--- src/rtl/ncc_pkg.sv ---
// Package for the numeric column counter: types, character constants and the field recognizer.
`default_nettype none

package ncc_pkg;

    localparam int COUNT_BITS_DEF = 16;

    localparam logic [7:0] CH_COMMA = 8'h2C;
    localparam logic [7:0] CH_SEMI  = 8'h3B;
    localparam logic [7:0] CH_PIPE  = 8'h7C;
    localparam logic [7:0] CH_HASH  = 8'h23;
    localparam logic [7:0] CH_LF    = 8'h0A;
    localparam logic [7:0] CH_NUL   = 8'h00;
    localparam logic [7:0] CH_SPACE = 8'h20;

    typedef enum logic [1:0] {
        PH_LEAD = 2'd0,
        PH_SKIP = 2'd1,
        PH_DATA = 2'd2
    } t_phase;

    typedef enum logic [1:0] {
        ST_OK        = 2'd0,
        ST_NO_DATA   = 2'd1,
        ST_MALFORMED = 2'd2
    } t_status;

    typedef enum logic [1:0] {
        RES_GO    = 2'd0,
        RES_END   = 2'd1,
        RES_BAD   = 2'd2,
        RES_CNTGO = 2'd3
    } t_res;

    typedef enum logic [4:0] {
        S_GAP, S_SIGN, S_ZERO, S_INT, S_DOT0, S_FRAC, S_EXP, S_EXPS, S_EXPD,
        S_HX0, S_HXDOT0, S_HXINT, S_HXFRAC, S_HXEXP, S_HXEXPS, S_HXEXPD,
        S_I, S_IN, S_INF, S_INFI, S_INFIN, S_INFINI, S_INFINIT, S_INFINITY,
        S_N, S_NA, S_NAN, S_NANP, S_NANDONE
    } t_num;

    typedef struct packed {
        logic   answer_given;
        t_phase phase;
        t_num   num_state;
    } t_ctl;

    typedef struct packed {
        logic    valid;
        t_status status;
    } t_emit;

    typedef struct packed {
        t_num next;
        t_res res;
    } t_trans;

    function automatic logic is_space(logic [7:0] c);
        return (c == CH_SPACE) || (c inside {[8'd9:8'd13]});
    endfunction

    function automatic logic is_delim(logic [7:0] c);
        return is_space(c) || (c == CH_COMMA) || (c == CH_SEMI) || (c == CH_PIPE);
    endfunction

    function automatic logic is_dig(logic [7:0] c);
        return c inside {["0":"9"]};
    endfunction

    function automatic logic [7:0] lower(logic [7:0] c);
        return (c inside {["A":"Z"]}) ? c + 8'd32 : c;
    endfunction

    function automatic logic is_hex(logic [7:0] c);
        return is_dig(c) || (lower(c) inside {["a":"f"]});
    endfunction

    function automatic logic is_sign(logic [7:0] c);
        return (c == "+") || (c == "-");
    endfunction

    // One step of the strtod syntax recognizer.
    function automatic t_trans trans(t_num s, logic [7:0] c);
        logic [7:0] l;
        t_trans     t;
        l      = lower(c);
        t.next = s;
        t.res  = RES_GO;
        case (s)
            S_GAP: begin
                if (is_delim(c)) t.next = S_GAP;
                else if (is_sign(c)) t.next = S_SIGN;
                else if (c == "0") t.next = S_ZERO;
                else if (is_dig(c)) t.next = S_INT;
                else if (c == ".") t.next = S_DOT0;
                else if (l == "i") t.next = S_I;
                else if (l == "n") t.next = S_N;
                else t.res = RES_BAD;
            end
            S_SIGN: begin
                if (c == "0") t.next = S_ZERO;
                else if (is_dig(c)) t.next = S_INT;
                else if (c == ".") t.next = S_DOT0;
                else if (l == "i") t.next = S_I;
                else if (l == "n") t.next = S_N;
                else t.res = RES_BAD;
            end
            S_ZERO: begin
                if (is_dig(c)) t.next = S_INT;
                else if (c == ".") t.next = S_FRAC;
                else if (l == "e") t.next = S_EXP;
                else if (l == "x") t.next = S_HX0;
                else t.res = RES_END;
            end
            S_INT: begin
                if (is_dig(c)) t.next = S_INT;
                else if (c == ".") t.next = S_FRAC;
                else if (l == "e") t.next = S_EXP;
                else t.res = RES_END;
            end
            S_DOT0: begin
                if (is_dig(c)) t.next = S_FRAC;
                else t.res = RES_BAD;
            end
            S_FRAC: begin
                if (is_dig(c)) t.next = S_FRAC;
                else if (l == "e") t.next = S_EXP;
                else t.res = RES_END;
            end
            S_EXP: begin
                if (is_dig(c)) t.next = S_EXPD;
                else if (is_sign(c)) t.next = S_EXPS;
                else t.res = RES_BAD;
            end
            S_EXPS: begin
                if (is_dig(c)) t.next = S_EXPD;
                else t.res = RES_BAD;
            end
            S_EXPD: begin
                if (!is_dig(c)) t.res = RES_END;
            end
            S_HX0: begin
                if (is_hex(c)) t.next = S_HXINT;
                else if (c == ".") t.next = S_HXDOT0;
                else t.res = RES_BAD;
            end
            S_HXDOT0: begin
                if (is_hex(c)) t.next = S_HXFRAC;
                else t.res = RES_BAD;
            end
            S_HXINT: begin
                if (is_hex(c)) t.next = S_HXINT;
                else if (c == ".") t.next = S_HXFRAC;
                else if (l == "p") t.next = S_HXEXP;
                else t.res = RES_END;
            end
            S_HXFRAC: begin
                if (is_hex(c)) t.next = S_HXFRAC;
                else if (l == "p") t.next = S_HXEXP;
                else t.res = RES_END;
            end
            S_HXEXP: begin
                if (is_dig(c)) t.next = S_HXEXPD;
                else if (is_sign(c)) t.next = S_HXEXPS;
                else t.res = RES_BAD;
            end
            S_HXEXPS: begin
                if (is_dig(c)) t.next = S_HXEXPD;
                else t.res = RES_BAD;
            end
            S_HXEXPD: begin
                if (!is_dig(c)) t.res = RES_END;
            end
            S_I: begin
                if (l == "n") t.next = S_IN;
                else t.res = RES_BAD;
            end
            S_IN: begin
                if (l == "f") t.next = S_INF;
                else t.res = RES_BAD;
            end
            S_INF: begin
                if (l == "i") t.next = S_INFI;
                else t.res = RES_END;
            end
            S_INFI: begin
                if (l == "n") t.next = S_INFIN;
                else t.res = RES_BAD;
            end
            S_INFIN: begin
                // "inf" followed by "inf": the first field is complete and a new one has begun.
                if (l == "i") t.next = S_INFINI;
                else if (l == "f") begin
                    t.next = S_INF;
                    t.res  = RES_CNTGO;
                end else t.res = RES_BAD;
            end
            S_INFINI: begin
                if (l == "t") t.next = S_INFINIT;
                else t.res = RES_BAD;
            end
            S_INFINIT: begin
                if (l == "y") t.next = S_INFINITY;
                else t.res = RES_BAD;
            end
            S_INFINITY: t.res = RES_END;
            S_N: begin
                if (l == "a") t.next = S_NA;
                else t.res = RES_BAD;
            end
            S_NA: begin
                if (l == "n") t.next = S_NAN;
                else t.res = RES_BAD;
            end
            S_NAN: begin
                if (c == "(") t.next = S_NANP;
                else t.res = RES_END;
            end
            S_NANP: begin
                if (is_dig(c) || (l inside {["a":"z"]}) || (c == "_")) t.next = S_NANP;
                else if (c == ")") t.next = S_NANDONE;
                else t.res = RES_BAD;
            end
            S_NANDONE: t.res = RES_END;
            default: t.res = RES_BAD;
        endcase
        return t;
    endfunction

endpackage

`default_nettype wire

--- src/rtl/numeric_column_counter.sv ---
// Top level of the numeric column counter: input register, line scanner and result register.
//
//  channel  direction  tdata                         tuser
//  s_axis   in         [7:0] text_byte               [0] op (0 byte, 1 end of file)
//  m_axis   out        [COUNT_BITS-1:0] column_count [1:0] status
//
// One byte is accepted per cycle while the input register is not stalled; a registered
// byte then updates the scanner state and the result register together.
// The only loop is the scanner state register, closed through one step of logic.
// The input register stalls only when a pending result meets a full, stalled output.
// Synchronous active-low reset clears the valid flags and the scanner state.
`default_nettype none

module numeric_column_counter #(
    parameter int COUNT_BITS = ncc_pkg::COUNT_BITS_DEF,
    localparam int OUT_W = ((COUNT_BITS + 7) / 8) * 8
) (
    input  wire logic             i_clk,
    input  wire logic             i_rst_n,
    input  wire logic             s_axis_tvalid,
    output logic                  s_axis_tready,
    input  wire logic [7:0]       s_axis_tdata,   // [7:0] text_byte
    input  wire logic             s_axis_tuser,   // [0] op
    output logic                  m_axis_tvalid,
    input  wire logic             m_axis_tready,
    output logic      [OUT_W-1:0] m_axis_tdata,   // [COUNT_BITS-1:0] column_count, zero fill
    output logic      [1:0]       m_axis_tuser    // [1:0] status
);

    logic                   r_in_valid;
    logic                   r_in_op;
    logic [7:0]             r_in_byte;
    ncc_pkg::t_ctl          r_ctl;
    logic [COUNT_BITS-1:0]  r_count;
    logic                   r_out_valid;
    ncc_pkg::t_status       r_out_status;
    logic [COUNT_BITS-1:0]  r_out_count;

    ncc_pkg::t_ctl          n_ctl;
    logic [COUNT_BITS-1:0]  n_count;
    ncc_pkg::t_emit         w_emit;
    logic [COUNT_BITS-1:0]  w_emit_count;
    logic                   w_advance;

    ncc_scan #(
        .COUNT_BITS(COUNT_BITS)
    ) u_scan (
        .i_op        (r_in_op),
        .i_byte      (r_in_byte),
        .i_ctl       (r_ctl),
        .i_count     (r_count),
        .o_ctl       (n_ctl),
        .o_count     (n_count),
        .o_emit      (w_emit),
        .o_emit_count(w_emit_count)
    );

    assign w_advance     = r_in_valid && (!w_emit.valid || !r_out_valid || m_axis_tready);
    assign s_axis_tready = !r_in_valid || w_advance;

    always_ff @(posedge i_clk) begin
        if (!i_rst_n) begin
            r_in_valid <= 1'b0;
        end else if (s_axis_tready) begin
            r_in_valid <= s_axis_tvalid;
        end
    end

    always_ff @(posedge i_clk) begin
        if (s_axis_tvalid && s_axis_tready) begin
            r_in_op   <= s_axis_tuser;
            r_in_byte <= s_axis_tdata;
        end
    end

    always_ff @(posedge i_clk) begin
        if (!i_rst_n) begin
            r_ctl.answer_given <= 1'b0;
            r_ctl.phase        <= ncc_pkg::PH_LEAD;
            r_ctl.num_state    <= ncc_pkg::S_GAP;
            r_count            <= '0;
        end else if (w_advance) begin
            r_ctl   <= n_ctl;
            r_count <= n_count;
        end
    end

    always_ff @(posedge i_clk) begin
        if (!i_rst_n) begin
            r_out_valid <= 1'b0;
        end else if (w_advance && w_emit.valid) begin
            r_out_valid <= 1'b1;
        end else if (m_axis_tready) begin
            r_out_valid <= 1'b0;
        end
    end

    always_ff @(posedge i_clk) begin
        if (w_advance && w_emit.valid) begin
            r_out_status <= w_emit.status;
            r_out_count  <= w_emit_count;
        end
    end

    assign m_axis_tvalid = r_out_valid;
    assign m_axis_tdata  = OUT_W'(r_out_count);
    assign m_axis_tuser  = r_out_status;

endmodule

`default_nettype wire

--- src/rtl/ncc_scan.sv ---
// Per-byte line scanner: next control state, column count and result decision.
`default_nettype none

module ncc_scan #(
    parameter int COUNT_BITS = ncc_pkg::COUNT_BITS_DEF
) (
    input  wire logic                  i_op,
    input  wire logic [7:0]            i_byte,
    input  wire ncc_pkg::t_ctl         i_ctl,
    input  wire logic [COUNT_BITS-1:0] i_count,
    output ncc_pkg::t_ctl              o_ctl,
    output logic      [COUNT_BITS-1:0] o_count,
    output ncc_pkg::t_emit             o_emit,
    output logic      [COUNT_BITS-1:0] o_emit_count
);

    localparam logic [COUNT_BITS-1:0] COUNT_MAX = {COUNT_BITS{1'b1}};

    ncc_pkg::t_num        w_base;
    ncc_pkg::t_trans      w_t1;
    ncc_pkg::t_trans      w_t2;
    ncc_pkg::t_trans      w_tf;
    logic                 w_feed_bad;
    ncc_pkg::t_num        w_feed_next;
    logic [COUNT_BITS-1:0] w_cnt_base;
    logic [COUNT_BITS-1:0] w_cnt_fed;
    logic [COUNT_BITS-1:0] w_cnt_fin;
    logic                 w_fin_bad;
    logic                 w_line_end;

    // Feeding the current byte: a field that ends here is counted and the byte
    // is then taken again from the gap state.
    always_comb begin
        w_base = (i_ctl.phase == ncc_pkg::PH_DATA) ? i_ctl.num_state : ncc_pkg::S_GAP;
        w_t1   = ncc_pkg::trans(w_base, i_byte);
        w_t2   = ncc_pkg::trans(ncc_pkg::S_GAP, i_byte);
        w_feed_bad  = (w_t1.res == ncc_pkg::RES_BAD) ||
                      ((w_t1.res == ncc_pkg::RES_END) && (w_t2.res == ncc_pkg::RES_BAD));
        w_feed_next = (w_t1.res == ncc_pkg::RES_END) ? w_t2.next : w_t1.next;
        w_cnt_base  = (i_ctl.phase == ncc_pkg::PH_DATA) ? i_count : '0;
        if (((w_t1.res == ncc_pkg::RES_END) || (w_t1.res == ncc_pkg::RES_CNTGO)) &&
            (w_cnt_base != COUNT_MAX)) begin
            w_cnt_fed = w_cnt_base + 1'b1;
        end else begin
            w_cnt_fed = w_cnt_base;
        end

        // Closing the line behaves like a trailing space.
        w_tf = ncc_pkg::trans(i_ctl.num_state, ncc_pkg::CH_SPACE);
        if (((w_tf.res == ncc_pkg::RES_END) || (w_tf.res == ncc_pkg::RES_CNTGO)) &&
            (i_count != COUNT_MAX)) begin
            w_cnt_fin = i_count + 1'b1;
        end else begin
            w_cnt_fin = i_count;
        end
        w_fin_bad  = (w_tf.res == ncc_pkg::RES_BAD) || (w_cnt_fin == '0);
        w_line_end = (i_byte == ncc_pkg::CH_LF) || (i_byte == ncc_pkg::CH_NUL);
    end

    always_comb begin
        o_ctl          = i_ctl;
        o_count        = i_count;
        o_emit.valid   = 1'b0;
        o_emit.status  = ncc_pkg::ST_OK;
        o_emit_count   = '0;
        if (i_op) begin
            if (!i_ctl.answer_given) begin
                o_emit.valid = 1'b1;
                if (i_ctl.phase == ncc_pkg::PH_DATA) begin
                    o_emit.status = w_fin_bad ? ncc_pkg::ST_MALFORMED : ncc_pkg::ST_OK;
                    o_emit_count  = w_fin_bad ? '0 : w_cnt_fin;
                end else begin
                    o_emit.status = ncc_pkg::ST_NO_DATA;
                end
            end
            // End of file always brings back the reset state.
            o_ctl.answer_given = 1'b0;
            o_ctl.phase        = ncc_pkg::PH_LEAD;
            o_ctl.num_state    = ncc_pkg::S_GAP;
            o_count            = '0;
        end else if (!i_ctl.answer_given) begin
            case (i_ctl.phase)
                ncc_pkg::PH_LEAD: begin
                    if (ncc_pkg::is_space(i_byte)) begin
                        o_ctl = i_ctl;
                    end else if ((i_byte == ncc_pkg::CH_HASH) ||
                                 (i_byte == ncc_pkg::CH_NUL)) begin
                        o_ctl.phase = ncc_pkg::PH_SKIP;
                    end else begin
                        o_ctl.phase     = ncc_pkg::PH_DATA;
                        o_ctl.num_state = w_feed_next;
                        o_count         = w_cnt_fed;
                        if (w_feed_bad) begin
                            o_emit.valid       = 1'b1;
                            o_emit.status      = ncc_pkg::ST_MALFORMED;
                            o_ctl.answer_given = 1'b1;
                        end
                    end
                end
                ncc_pkg::PH_SKIP: begin
                    if (i_byte == ncc_pkg::CH_LF) o_ctl.phase = ncc_pkg::PH_LEAD;
                end
                ncc_pkg::PH_DATA: begin
                    if (w_line_end) begin
                        o_emit.valid       = 1'b1;
                        o_emit.status      = w_fin_bad ? ncc_pkg::ST_MALFORMED : ncc_pkg::ST_OK;
                        o_emit_count       = w_fin_bad ? '0 : w_cnt_fin;
                        o_ctl.answer_given = 1'b1;
                    end else begin
                        o_ctl.num_state = w_feed_next;
                        o_count         = w_cnt_fed;
                        if (w_feed_bad) begin
                            o_emit.valid       = 1'b1;
                            o_emit.status      = ncc_pkg::ST_MALFORMED;
                            o_ctl.answer_given = 1'b1;
                        end
                    end
                end
                default: begin
                    o_ctl = i_ctl;
                end
            endcase
        end
    end

endmodule

`default_nettype wire

--- config.mk ---
export PLATFORM = sky130hd
export DESIGN_NAME = numeric_column_counter
export DESIGN_NICKNAME = d
export VERILOG_FILES = /design/src/rtl/ncc_pkg.sv /design/src/rtl/numeric_column_counter.sv /design/src/rtl/ncc_scan.sv
export SDC_FILE = /design/constraint.sdc
export NUM_CORES = 1
export LEC_CHECK = 0
export BUFFER_PORTS_ARGS = -buffer_cell sky130_fd_sc_hd__buf_2
export CORE_MARGIN = 2
export CORE_UTILIZATION = 62
export DETAILED_ROUTE_END_ITERATION = 12
export GPL_TIMING_DRIVEN = 0
export PLACE_DENSITY = 0.81
export SYNTH_ARGS = -nofsm -noshare
export SYNTH_HDL_FRONTEND = slang
export SYNTH_SLANG_ARGS = --single-unit
--- constraint.sdc ---
create_clock -name i_clk -period 6.7 [get_ports i_clk]
set_clock_uncertainty 0.15 [all_clocks]
set_input_delay 0.67 -clock i_clk [delete_from_list [all_inputs] [get_ports i_clk]]
set_output_delay 0.67 -clock i_clk [all_outputs]
set_load 0.05 [all_outputs]
# Yosys cells after proc, flatten, opt, wreduce, memory -nomap -nowiden
# Cells that the tools add are included.
# word_totals
mem_count,0
latchBits,0
register_bits,53
output_inout_bits,20
inputBits,13
elab_cells,277
rom_bits,0
ramBits,0
# classes
eq_ne,77
n_reduce_logical,47
n_mux,131
div_mod_pow,0
magnitude_cmp,9
mul,0
add_sub_neg,3
bitwise,0
shift,0
# op_table
op,count
two-way mux 5 bit,52
two-way mux 16 bit,15
case mux 5 bit (25 select lines),1
equality test 8 x 7 -> 1 bit (second input constant),11
equality test 5 bit (second input constant),17
equality test 8 x 6 -> 1 bit (second input constant),10
two-way mux 2 bit,33
equality test 5 x 4 -> 1 bit (second input constant),12
case mux 2 bit (22 select lines),1
adder 16 x 1 -> 16 bit (second input constant),2
two-way mux 8 bit,4
inequality test 16 bit (second input constant),2
case mux 16 bit (2 select lines),1
equality test 5 x 3 -> 1 bit (second input constant),5
<= comparator 8 x 7 -> 1 bit (second input constant),3
two-way mux 3 bit,7
equality test 5 x 2 -> 1 bit (second input constant),4
logical OR 1 bit,17
>= comparator 8 x 7 -> 1 bit (second input constant),2
zero test 16 bit,1
equality test 2 bit (second input constant),6
two-way mux 1 bit,12
logical AND 1 bit,11
OR reduction 11 bit,1
other kinds (25),37

# Longest topological paths before layout
# logic_depth
word_depth,27
mapped_depth,16
depth_no_buf,12

# Hierarchy
# A second synthesis with hierarchy kept.
# hier_totals
cells_unflattened,766
hier_area_um2,5775.5
# by_module_without_submodules
mod,n_inst,seq_area_each_um2,area_each_um2,cells_each
ncc_scan,1,0.0,3885.0,623
numeric_column_counter,1,1331.3,1890.6,143

# Least setup slack after synthesis
# No wires, ideal clock.
# synth_path
path_kind,register to register
start,register r_in_byte[5]
end,"register r_out_count[0], in the netlist m_axis_tdata[0], enable pin"
path_buffers,2
required_time_ps,6134
arrival_ps,4643
synth_period_minus_slack_ps,5209
slack_ps,1491
stages_incl_launch_ff,14
setup_time_ps,416
path_cell_list,edfxtp_1 buf_6 clkbuf_1 inv_1 ha_1 or3_1 a211o_1 a221o_1 a2111o_1 a2111oi_4 nand3_2 mux2i_4 nor3_1 nor3_1
# synth_between
elab_chain_cells,26
word_cells_on_any_way,103
cone_classes,add/sub: 1; order compare: 9; eq/ne: 25; mux: 45; reduce/logical: 23
# synth_rtl
element,line_no,source
start: declaration,numeric_column_counter.sv:32,logic [7:0] r_in_byte;
start signal: assignment,numeric_column_counter.sv:72,r_in_byte <= s_axis_tdata;
>= comparator 8 x 7 -> 1 bit or <= comparator 8 x 7 -> 1 bit (tied branches),ncc_pkg.sv:71,"return (c inside {[""A"":""Z""]}) ? c + 8'd32 : c;"
logical AND 1 bit,ncc_pkg.sv:71,
two-way mux 8 bit,ncc_pkg.sv:71,
equality test 8 x 7 -> 1 bit,--,
two-way mux 2 bit,--,
two-way mux 2 bit,ncc_pkg.sv:96,"else if (l == ""i"") t.next = S_I;"
two-way mux 2 bit,ncc_pkg.sv:103,"else if (c == ""."") t.next = S_DOT0;"
two-way mux 2 bit,ncc_pkg.sv:94,else if (is_dig(c)) t.next = S_INT;
[... 9 more ...],--,
two-way mux 3 bit,ncc_scan.sv:84,if (ncc_pkg::is_space(i_byte)) begin
case mux 3 bit (2 select lines) *,ncc_scan.sv:82,case (i_ctl.phase)
two-way mux 3 bit *,ncc_scan.sv:81,end else if (!i_ctl.answer_given) begin
two-way mux 3 bit *,ncc_scan.sv:66,if (i_op) begin
zero test 1 bit,numeric_column_counter.sv:58,assign w_advance = r_in_valid && (!w_emit.valid || !r_out_valid || m_axis_tready);
logical OR 1 bit (2 in a row),numeric_column_counter.sv:58,
logical AND 1 bit,numeric_column_counter.sv:58,
logical AND 1 bit *,numeric_column_counter.sv:99,if (w_advance && w_emit.valid) begin
end signal: assignment,numeric_column_counter.sv:101,r_out_count <= w_emit_count;
end: declaration,numeric_column_counter.sv:37,logic [COUNT_BITS-1:0] r_out_count;
# Every way passes the cells marked *; elsewhere a longest branch is shown, timed or not.
# A chain may end at the register's enable or synchronous reset.

# Final worst setup path
# layout_path
start,register r_in_byte[5]
end,"register r_in_byte[5], enable pin"
# layout_between
elab_chain_cells,27
word_cells_on_any_way,104
cone_classes,add/sub: 1; order compare: 9; eq/ne: 25; mux: 45; reduce/logical: 24
# layout_rtl
element,line_no,source
>= comparator 8 x 7 -> 1 bit or <= comparator 8 x 7 -> 1 bit (tied branches),ncc_pkg.sv:71,
logical AND 1 bit,ncc_pkg.sv:71,
two-way mux 8 bit,ncc_pkg.sv:71,
equality test 8 x 7 -> 1 bit,--,
two-way mux 2 bit,--,
two-way mux 2 bit,ncc_pkg.sv:96,
two-way mux 2 bit,ncc_pkg.sv:103,
two-way mux 2 bit,ncc_pkg.sv:94,
[... 10 more ...],--,
case mux 3 bit (2 select lines) *,ncc_scan.sv:82,
two-way mux 3 bit *,ncc_scan.sv:81,
two-way mux 3 bit *,ncc_scan.sv:66,
zero test 1 bit *,numeric_column_counter.sv:58,
logical OR 1 bit * (2 in a row),numeric_column_counter.sv:58,
logical AND 1 bit *,numeric_column_counter.sv:58,
logical OR 1 bit *,numeric_column_counter.sv:59,assign s_axis_tready = !r_in_valid || w_advance;
logical AND 1 bit *,numeric_column_counter.sv:70,if (s_axis_tvalid && s_axis_tready) begin
# Marked as above.

==> results.md <==
Detailed routing:
- For this block, the routed nets add up to 17200 µm of wire.
- Once detail routing completed, the nets flagged for antenna violations numbered 0.
- The first TritonRoute pass finished after 5 iterations.
- The first routing iteration left 882 violations.
- The per-cell routed wire length is 21.1 µm.
- The DRC violation count after routing is 0.
- The detailed-route via count is 5894.
- In the routed layout, each cell is associated on average with a via count of 7.23.

Timing:
- Setup repair after global routing left no endpoint under its margin.
- The maximum clock rate is 0.169 GHz.
- At the pin with the least slew margin, the transition time is 1.24 ns.
- The total count of hold-check failures in the final report is 0.
- The number of setup violations in the final report is 0.
- Headroom to the max-slew limit came out at 0.166.
- The final period utilization is 0.884.
- The number of pins exceeding their max-slew limit in the final report came to 0.
- The post-layout minimum cycle time is 5.92 ns.
- After routing, the total negative slack on setup checks comes to 0 ns.

Synthesis:
- The post-synthesis sequential element count is 53.
- Of all flip-flops after synthesis, the portion carrying an async set or reset was 0.
- The net count after synthesis is 686.
- The portion of the post-synthesis area used by sequential elements is 0.261.
- The count of yosys warnings during synthesis is 0.
- The mean area per synthesized cell is 7.63 µm².
- The prevailing post-synth register cell is sky130_fd_sc_hd__edfxtp_1.
- The number of different library cells in the post-synthesis netlist is 81.
- Counting flops with a built-in enable in the synthesized netlist gives 27.
- In the post-synthesis netlist, the cell with the most instances is sky130_fd_sc_hd__nor2_1.
- The area of the mapped netlist is 5100 µm².
- Summed over all instances, the cell type with the most area after synthesis is sky130_fd_sc_hd__edfxtp_1.
- The share of synthesized area in the top cell type comes to 0.159.
- Ranked by instance count, the synthesized netlist is headed by sky130_fd_sc_hd__nor2_1, sky130_fd_sc_hd__nand2_1, sky130_fd_sc_hd__clkbuf_1.
- In the post-synthesis netlist, the biggest area contributors are sky130_fd_sc_hd__edfxtp_1, sky130_fd_sc_hd__dfxtp_1, sky130_fd_sc_hd__nor2_1.
- Synthesis produced a netlist whose cell count is 668.

Setup path:
- Following the worst setup path forward leads to its endpoint at r_in_byte[5].
- The worst setup path startpoint is r_in_byte[5].
- The highest net fanout along the worst path is 10.
- The worst setup path is of the flip-flop to flip-flop kind.
- The critical path data required time is 6.48 ns.
- In this run the critical register-to-register path is captured at r_in_byte[5].
- The internal reg-to-reg setup slack is 0.78 ns.
- For the worst setup path, the data arrival time is 5.71 ns.
- In this run the critical register-to-register path is launched from r_in_byte[5].
- The type of origin of the critical path is a flip-flop.
- The worst setup path is captured at a flip-flop.
- Measured in cells, the most critical reg-to-reg path has a length of 14.

GRT:
- The initial antenna violation count is 0.
- The number of global-route vias before repair came to 5242.
- In the global route stage, overall resource usage came out at 0.381.
- For this run the aggregate overflow at the end of global routing stands at 0.
- Entering global routing, the biggest net connects 17 pins.
- The first-pass GRT wire length is 26700 µm.

Pwr:
- Summed over all nets, the switching power comes to 0.000224 W.
- IR analysis of the VDD net gives a maximum drop of 0.000133 V.
- Of the total power, the share spent switching nets is 0.312.
- In this run the static leakage power is 1.81 nW.
- Dividing total power by cell area gives a power density of 130 nW/µm².
- Of the total power, combinational logic draws 0.204.
- The internal portion of the total power is 0.000492 W.
- Of the total power, registers draw 0.502.
- The share of total power in the clock network is 0.294.

Clock tree:
- The root buffer cell is sky130_fd_sc_hd__clkbuf_8.
- In this run the number of H-tree levels came out at 2.
- Counting every sink on the clock net gives 53.
- Post-CTS repair changed the size of 0 cells.
- The largest buffer count on any clock path is 2.
- The number of buffers added to fix hold violations after cts is 0.
- The later pin in the worst-skew pair is clocked with a latency of 0.32 ns.
- The TritonCTS clock tree is done.
- Clock-pin slew was measured on the worst setup and hold paths at 0.09 ns.
- The TritonCTS buffer count is 5.
- Buffers added to address setup during post-CTS repair amount to 0.

Placed design:
- At the end of routability-driven placement, the weighted congestion stood at 1.03.
- The post-DP HPWL is 12900 µm.
- Port buffering added 32 buffers.
- The cell area after placement is 5410 µm².

Die:
- The floorplan core area is 8090 µm².
- The horizontal extent of the die is 94.7 µm.
- The initial utilization of the core area, before any placement, comes to 0.630.
- Measured along the y axis, the die boundary spans 94.7 µm.
- The floorplan has 33 rows.
- The area of the die is 8970 µm².
- The number of placed I/O pins is 33.

Outcome:
- The run finished with clean final reports.

Finish:
- Summing all non-filler instances in the final layout gives an area of 5520 µm².
- The area taken by flip-flops and latches is 1330 µm².
- The share of post-route cells with drive strength above 1 is 0.108.
- The number of nets in the finished design is 727.
- The number of fill cells in the layout is 679.
- The post-synthesis to final-layout area growth is 8.25%.
- Summing all multi-input logic gate instances after layout gives 3470 µm².
- The number of antenna cells inserted is 0.

Run:
- The reported max-cap violation count is 0.

Worst hold path:
- The worst hold path belongs to the class input port to flip-flop.
## cell usage in the layout, fill, tap and decap left out, drive strengths merged, types with 26 or more instances in the layout
cell    netlist  final
buf          23     57
nor3         26     26
o21ai        35     35
edfxtp       27     27
nor2         74     74
clkbuf       34     41
nand2        61     61
a21oi        31     31
dfxtp        26     26
nand3        31     31
## stage by stage
| step | utilization | hold slack, ns | setup slack (ns) | power (W) | std cells |
|---|---|---|---|---|---|
| 3_5_place_dp | 0.669 | 0.370 | 0.872 | 0.000508 | 807 |
| 3_3_place_gp | 0.666 | 0.349 | 0.541 | 0.000502 | 805 |
| 4_1_cts | 0.682 | 0.385 | 0.849 | 0.000708 | 815 |
| 2_1_floorplan | - | 0.328 | 1.49 | 0.000470 | 668 |
| 6_report | 0.682 | 0.379 | 0.777 | 0.000716 | 815 |
| 5_1_grt | 0.682 | 0.374 | 0.554 | 0.000733 | 815 |
## cells by family after synthesis
group           Yosys count  share of synthesized area
compound gates          199                      0.281
flops                    53                      0.261
buf+inv                  67                     0.0591
xor+xnor                 21                     0.0361
mux                       5                     0.0123
simple gates            318                      0.338
fa+ha+maj                 5                     0.0123
## final cells by class
cell class / count / area share
inverter: 10 / 0.00680
sequential: 53 / 0.241
clock buffer: 7 / 0.0177
multi-input combinational: 548 / 0.629
buffer: 57 / 0.0478
clock inverter: 1 / 0.00159
timing repair buffer: 34 / 0.0320
tap: 105 / 0.0238
## power by group through the flow
stage	logic, W	registers [W]	clock network, W
detailed placement	0.000142	0.000366	0
floorplan	0.0000798	0.000390	0
global route	0.000157	0.000361	0.000215
finish	0.000146	0.000359	0.000210
CTS	0.000142	0.000359	0.000207
global placement	0.000136	0.000366	0
## how the worst min path moves through the flow
stage                         start            to  slack, ns  cells past startpoint
global route        s_axis_tdata[7]  r_in_byte[7]       0.37                      1
floorplan                r_in_valid      r_ctl[7]       0.33                      1
finish              s_axis_tdata[6]  r_in_byte[6]       0.38                      1
detailed placement       r_in_valid      r_ctl[7]       0.37                      1
CTS                 s_axis_tdata[3]  r_in_byte[3]       0.38                      1
global placement         r_in_valid      r_ctl[7]       0.35                      1
## sequential cells by signal, indices dropped and copies added, names as in the netlist
| name | flops |
|---|---|
| r_ctl | 8 |
| r_in_valid | 1 |
| m_axis_tvalid | 1 |
| m_axis_tdata | 16 |
| r_in_byte | 8 |
| m_axis_tuser | 2 |
| r_count | 16 |
| r_in_op | 1 |
## routing by layer
| layer | vias up | wire length [µm] | GRT usage |
|---|---|---|---|
| met1 | 2700 | 6910 | 0.538 |
| li1 | 2647 | - | - |
| met5 | - | 0 | 0 |
| met4 | 0 | 636 | 0.159 |
| met2 | 481 | 7440 | 0.569 |
| met3 | 66 | 2180 | 0.0742 |
## critical path, cell delays in order (launching register included)
cell and delay [ns]:
sky130_fd_sc_hd__edfxtp_1 0.43, sky130_fd_sc_hd__buf_6 0.16, sky130_fd_sc_hd__clkbuf_1 0.37, sky130_fd_sc_hd__inv_1 0.19
sky130_fd_sc_hd__ha_1 0.39, sky130_fd_sc_hd__or3_1 0.37, sky130_fd_sc_hd__a211o_1 0.28, sky130_fd_sc_hd__a221o_1 0.26
sky130_fd_sc_hd__a2111o_1 0.47, sky130_fd_sc_hd__a2111oi_4 0.41, sky130_fd_sc_hd__nand3_2 0.19, sky130_fd_sc_hd__mux2i_4 0.27
sky130_fd_sc_hd__nor3_1 0.45, sky130_fd_sc_hd__nor2_1 0.15, sky130_fd_sc_hd__a21boi_0 0.99
Note: power is estimated with default switching activity, not from simulation.
